### config.mk
export PLATFORM = sky130hd
export DESIGN_NAME = rrbs_queue
export DESIGN_NICKNAME = d
export VERILOG_FILES = /design/src/rrbs_queue.sv
export SDC_FILE = /design/constraint.sdc
export NUM_CORES = 1
export LEC_CHECK = 0
export ABC_AREA = 0
export BUFFER_PORTS_ARGS = -buffer_cell sky130_fd_sc_hd__buf_2
export CAP_MARGIN = 20
export CORE_AREA = 2 2 39 41
export DETAILED_ROUTE_END_ITERATION = 10
export DIE_AREA = 0 0 41 43
export GPL_TIMING_DRIVEN = 0
export HOLD_SLACK_MARGIN = 0.12
export MAX_ROUTING_LAYER = met4
export PLACE_DENSITY_LB_ADDON = 0.2
export SETUP_SLACK_MARGIN = 0.5
export SYNTH_ARGS = -nofsm -noshare
export SYNTH_HDL_FRONTEND = slang
export SYNTH_SLANG_ARGS = --single-unit
### constraint.sdc
create_clock -name clk -period 1.5 [get_ports clk]
set_input_delay 0.3 -clock clk [delete_from_list [all_inputs] [get_ports clk]]
set_output_delay 0.3 -clock clk [all_outputs]
set_load 0.02 [all_outputs]
### src/rrbs_queue.sv
// Small first-in first-out queue of generic words.
// Depends on nothing but its parameters.
`default_nettype none

module rrbs_queue #(
    parameter type word_t = logic,
    parameter int  DEPTH  = 2
) (
    input  wire logic  clk,
    input  wire logic  rst_n,
    input  wire logic  wr,
    input  wire word_t wr_word,
    output logic       full,
    input  wire logic  rd,
    output word_t      rd_word,
    output logic       valid
);

    localparam int PTR_W = (DEPTH > 1) ? $clog2(DEPTH) : 1;
    localparam int CNT_W = $clog2(DEPTH + 1);

    word_t             slots_reg [DEPTH];
    logic [PTR_W-1:0]  wr_ptr_reg, wr_ptr_next;
    logic [PTR_W-1:0]  rd_ptr_reg, rd_ptr_next;
    logic [CNT_W-1:0]  count_reg, count_next;
    logic              do_wr, do_rd;

    assign full    = (count_reg == CNT_W'(DEPTH));
    assign valid   = (count_reg != '0);
    assign do_wr   = wr && !full;
    assign do_rd   = rd && valid;
    assign rd_word = slots_reg[rd_ptr_reg];

    always_comb
    begin
        wr_ptr_next = wr_ptr_reg;
        rd_ptr_next = rd_ptr_reg;
        if (do_wr)
        begin
            wr_ptr_next = (wr_ptr_reg == PTR_W'(DEPTH - 1)) ? '0 : wr_ptr_reg + 1'b1;
        end
        if (do_rd)
        begin
            rd_ptr_next = (rd_ptr_reg == PTR_W'(DEPTH - 1)) ? '0 : rd_ptr_reg + 1'b1;
        end
        unique case ({do_wr, do_rd})
            2'b10:   count_next = count_reg + 1'b1;
            2'b01:   count_next = count_reg - 1'b1;
            default: count_next = count_reg;
        endcase
    end

    always_ff @(posedge clk or negedge rst_n)
    begin
        if (!rst_n)
        begin
            wr_ptr_reg <= '0;
            rd_ptr_reg <= '0;
            count_reg  <= '0;
        end
        else
        begin
            wr_ptr_reg <= wr_ptr_next;
            rd_ptr_reg <= rd_ptr_next;
            count_reg  <= count_next;
        end
    end

    always_ff @(posedge clk)
    begin
        if (do_wr)
        begin
            slots_reg[wr_ptr_reg] <= wr_word;
        end
    end

endmodule

`default_nettype wire

After elaboration in Yosys (flattened, before gate mapping)
Memories as Yosys holds them, arrays and structs flattened.
Cells that the tools add are included.
{"block": "totals", "reg_bits": 4, "ram_bits": 2, "input_bits": 5, "output_inout_bits": 3, "word_cells": 21, "mem_count": 1}
{"block": "op_classes", "add_sub_neg": 4, "eq_ne": 3, "muxes": 5, "n_reduce_logical": 5}
{"memory": "slots_reg", "words": 2, "word_bits": 1, "read_ports": 1, "rd_clocked_by_memory_dff": 0, "wr": 1, "line_no": "22", "text": "word_t slots_reg [DEPTH];"}
{"op": "$eq A2 B2 Y1 const B", "n": 2}
{"op": "$mux W1", "n": 4}
{"op": "$pmux W2 S2", "n": 1}
{"op": "$reduce_bool A2 Y1", "n": 2}
{"op": "$add A1 B1 Y1 const B", "n": 2}
{"op": "$add A2 B1 Y2 const B", "n": 1}
{"op": "$eq A2 B1 Y1 const B", "n": 1}
{"op": "$logic_and A1 B1 Y1", "n": 2}
{"op": "$sub A2 B1 Y2 const B", "n": 1}
{"op": "$logic_not A1 Y1", "n": 1}

Longest topological paths before layout
{"block": "logic_depth", "depth_word": 5, "mapped_depth": 6, "depth_no_buf": 6}

Least setup slack after synthesis
No wires, ideal clock.
{"block": "synth_path", "path_type": "register to register", "startpoint": "reg count_reg[0]", "endpoint": "reg count_reg[1]", "setup_time_ps": 79, "arrival_time_ps": 1476, "required_time_ps": 1421, "setup_slack_ps": -55, "stages_incl_launch_ff": 6, "n_path_buf": 0, "synth_period_minus_slack_ps": 1555, "cell_sequence": "dfrtp_1 or2_1 and2_4 ha_1 nor2_1 xor2_1"}
{"block": "synth_between", "elab_cells_between_ends": 11, "classes_between": "add/sub: 2; eq/ne: 3; mux: 1; reduce/logical: 5"}
{"item": "start: declaration", "line_no": "25", "text": "logic [CNT_W-1:0] count_reg, count_next;"}
{"item": "start signal: assignment", "line_no": "65", "text": "count_reg <= count_next;"}
{"item": "$reduce_bool A2 Y1 *", "line_no": "29", "text": "assign valid = (count_reg != '0);"}
{"item": "via valid", "line_no": "16", "text": "output logic valid"}
{"item": "$logic_and A1 B1 Y1 *", "line_no": "31", "text": "assign do_rd = rd && valid;"}
{"item": "via do_rd", "line_no": "26", "text": "logic do_wr, do_rd;"}
{"item": "$eq A2 B1 Y1 / $eq A2 B2 Y1 (equally long branches)", "line_no": "46", "text": "unique case ({do_wr, do_rd})"}
{"item": "$pmux W2 S2 / $reduce_bool A2 Y1 (equally long branches)"}
The timed path passes the listed nets; every way through them passes the cells marked *.
A chain may end at the register's enable or synchronous reset.

Final worst setup path
{"block": "layout_path", "startpoint": "reg count_reg[1]", "endpoint": "reg count_reg[1]"}
{"block": "layout_between", "elab_cells_between_ends": 11, "classes_between": "add/sub: 2; eq/ne: 3; mux: 1; reduce/logical: 5"}
{"item": "$reduce_bool A2 Y1 *", "line_no": "29"}
{"item": "$logic_and A1 B1 Y1 *", "line_no": "31"}
{"item": "via do_rd", "line_no": "26"}
{"item": "$eq A2 B1 Y1 / $eq A2 B2 Y1 (equally long branches)", "line_no": "46"}
{"item": "$pmux W2 S2 / $reduce_bool A2 Y1 (equally long branches)"}
Marked as above.

==> results.sh <==
export IMPL_synthesized_cell_area_um2=270
export IMPL_place_port_buffers=7
export IMPL_setup_viol_count_final=0
export IMPL_critical_path_arrival_ns=1.60
export IMPL_tritoncts="done"
export IMPL_min_path_type="primary input to register"
export IMPL_clock_path_buffers=2
export IMPL_first_pass_iters=1
export IMPL_min_period_over_period_pct=96.4
export IMPL_number_of_clock_buffers_inserted_by_tritoncts=3
export IMPL_mostFrequentLayoutCells="sky130_fd_sc_hd__buf_4, sky130_fd_sc_hd__buf_2, sky130_fd_sc_hd__dfrtp_1, sky130_fd_sc_hd__xnor2_2, sky130_fd_sc_hd__clkbuf_4"
export IMPL_gr_util_met2_pct=11.3
export IMPL_global_route_overflow_total=0
export IMPL_post_detailed_placement_cell_area_um2=344
export IMPL_synth_cells=21
export IMPL_grt_pass1_vias=232
export IMPL_std_cell_rows=14
export IMPL_rsz0062_at_grt="true"
export IMPL_final_max_slew_viol_count=0
export IMPL_finalWeightedCongestion=0.777
export IMPL_grt_antenna_before_repair=0
export IMPL_avgViaCountPerCell=3.77
export IMPL_grt_usage_pct=8.41
export IMPL_post_synth_num_cell_types=13
export IMPL_required_time_reported_for_the_critical_path_endpoint_ns=1.65
export IMPL_dieArea_um2=1760
export IMPL_setup_total_negative_slack_ns=0
export IMPL_syn_nets=27
export IMPL_timing_rr_start="count_reg[1]"
export IMPL_clkLatencyLatePin_ns=0.24
export IMPL_violation_count_after_the_first_detailed_route_iteration=0
export IMPL_grt_util_met1_pct=7.95
export IMPL_global_route_usage_met3_pct=4.71
export IMPL_synth_warning_count=0
export IMPL_worst_hold_path_num_cells=1
export IMPL_design_area_um2=485
export IMPL_timing_fmax_mhz=691
export IMPL_worst_hold_startpoint="wr_word"
export IMPL_period_needed_ns=1.45
export IMPL_timing_reg2reg_setup_slack_ns=0.05
export IMPL_crit_type="register to register"
export IMPL_timing_clock_skew_ns=0.0109
export IMPL_chipHeight_um=43
export IMPL_wl_um=576
export IMPL_grt_pass1_wl_um=869
export IMPL_fraction_of_layout_instances_using_a_drive_strength_above_1_pct=68.3
export IMPL_syn_area_per_cell_um2=12.9
export IMPL_synth_ff_latch_count=6
export IMPL_die_x_um=41
export IMPL_detail_route_drc_violations=0
export IMPL_tightest_pin_transition_ns=0.154
export IMPL_worstReg2RegEnd="count_reg[1]"
export IMPL_cts_root_buf="sky130_fd_sc_hd__clkbuf_4"
export IMPL_hold_viol_final=0
export IMPL_cts_num_sinks=6
export IMPL_run_status="finished, final reports clean"
export IMPL_floorplan_initialDensity_pct=19.5
export IMPL_nFillCells=144
export IMPL_critical_path_max_fanout=3
export IMPL_grt_busiest_layer="met2"
export IMPL_timing_critical_path_to_type="register"
export IMPL_holdPathEnd="slots_reg[1]"
export IMPL_nets=48
export IMPL_power_per_cell_area_nw_per_um2=2330
export IMPL_fin_total_pwr_uw=1130
export IMPL_layout_cells_most_common="sky130_fd_sc_hd__buf_4"
export IMPL_worst_setup_path_start_kind="register"
export IMPL_detailed_route_wire_length_per_cell_um=10.1
export IMPL_slew_headroom_pct=89.7
export IMPL_largest_net_degree_at_the_start_of_global_routing=5
export IMPL_leakagePower_uw=0.000239
export IMPL_max_cap_violations=0
export IMPL_vdd_ir_drop_max_mv=0.718
export IMPL_vias=215
export IMPL_core_area_um2=1380
export IMPL_timing_reg2reg_worst_path_depth=6
export IMPL_detail_route_antenna_nets=0
export IMPL_yosysSeqAreaShare_pct=59.3
export IMPL_num_antenna_cells=0
export IMPL_cts_clk_slew_worst_paths_ns=0.05
export IMPL_area_growth_syn_to_layout_pct=79.6
export IMPL_num_ports=8
export IMPL_hpwl_um=400
export IMPL_htreeDepth=1
-- cell usage after synthesis (all sizes together) --
cell / n / area (µm²)
and3: 1 / 6.26
or2: 1 / 6.26
inv: 1 / 3.75
nor2: 2 / 7.51
nand2b: 1 / 6.26
dfrtp: 4 / 100
nand2: 1 / 3.75
and2: 1 / 8.76
ha: 1 / 12.5
xnor2: 3 / 26.3
xor2: 2 / 17.5
mux2: 1 / 11.3
edfxtp: 2 / 60.1
-- per-layer routing --
layer / wire [µm] / vias to the layer above
met4: 4 / 0
met3: 21 / 2
met5: 0 / -
met1: 226 / 102
li1: - / 108
met2: 323 / 3
-- power by group --
| group | leakage [µW] | internal (µW) | switching, µW |
|---|---|---|---|
| combinational | 0.000159 | 412 | 262 |
| clock | 0.0000150 | 101 | 57.8 |
| sequential | 0.0000653 | 246 | 53.2 |
| total | 0.000239 | 758 | 373 |
-- worst max-delay path: stages (launching register included) --
cell,delay [ns]
sky130_fd_sc_hd__dfrtp_1,0.38
sky130_fd_sc_hd__or2_4,0.25
sky130_fd_sc_hd__and2_4,0.15
sky130_fd_sc_hd__ha_4,0.16
sky130_fd_sc_hd__xnor2_2,0.13
sky130_fd_sc_hd__nor2_1,0.13
sky130_fd_sc_hd__xor2_1,0.17
-- final cells by class --
cell class / instances / area, µm² / share of cell area [%]
sequential: 6 / 160 / 33.0
timing repair buffer: 16 / 118 / 24.2
tap: 16 / 20.0 / 4.12
clock buffer: 4 / 26.3 / 5.41
inverter: 1 / 3.75 / 0.773
multi-input combinational: 14 / 158 / 32.5
-- how the worst max path moves through the flow --
stage	start	endpoint	slack [ns]	cells after the start
4_1_cts	count_reg[1]	count_reg[1]	0.06	6
6_report	count_reg[1]	count_reg[1]	0.05	6
5_1_grt	count_reg[1]	count_reg[1]	0.01	6
3_3_place_gp	count_reg[0]	count_reg[1]	0.06	6
3_5_place_dp	count_reg[0]	count_reg[1]	0.06	6
2_1_floorplan	count_reg[0]	count_reg[1]	0.07	6
-- stage by stage --
stage,hold slack (ns),setup slack (ns),utilization (%),cells
finish,0.245,0.0536,35.1,57
global route,0.232,0.0123,35.1,57
CTS,0.240,0.0615,30.3,52
detailed placement,0.117,0.0564,24.9,44
global placement,0.112,0.0591,24.9,44
floorplan,0.00441,0.0662,-,21
-- logic make-up after synthesis --
logic type | Yosys count | share of synthesized area, %
XOR/XNOR | 5 | 16.2
buffers and inverters | 1 | 1.39
flip-flops | 6 | 59.3
multiplexers | 1 | 4.17
adder cells (fa/ha/maj) | 1 | 4.63
AND/OR/NAND/NOR | 7 | 14.4
-- timing repair --
| item | in CTS | in global routing |
|---|---|---|
| hold buffers | 1 | 0 |
| buffers inserted | 3 | 5 |
| resized for setup | 4 | 5 |
| setup endpoints to repair | 9 | 9 |
| pin swaps | 2 | 0 |
| endpoints found under the hold margin | 4 | 0 |
Power figures use the tool's default switching activity.
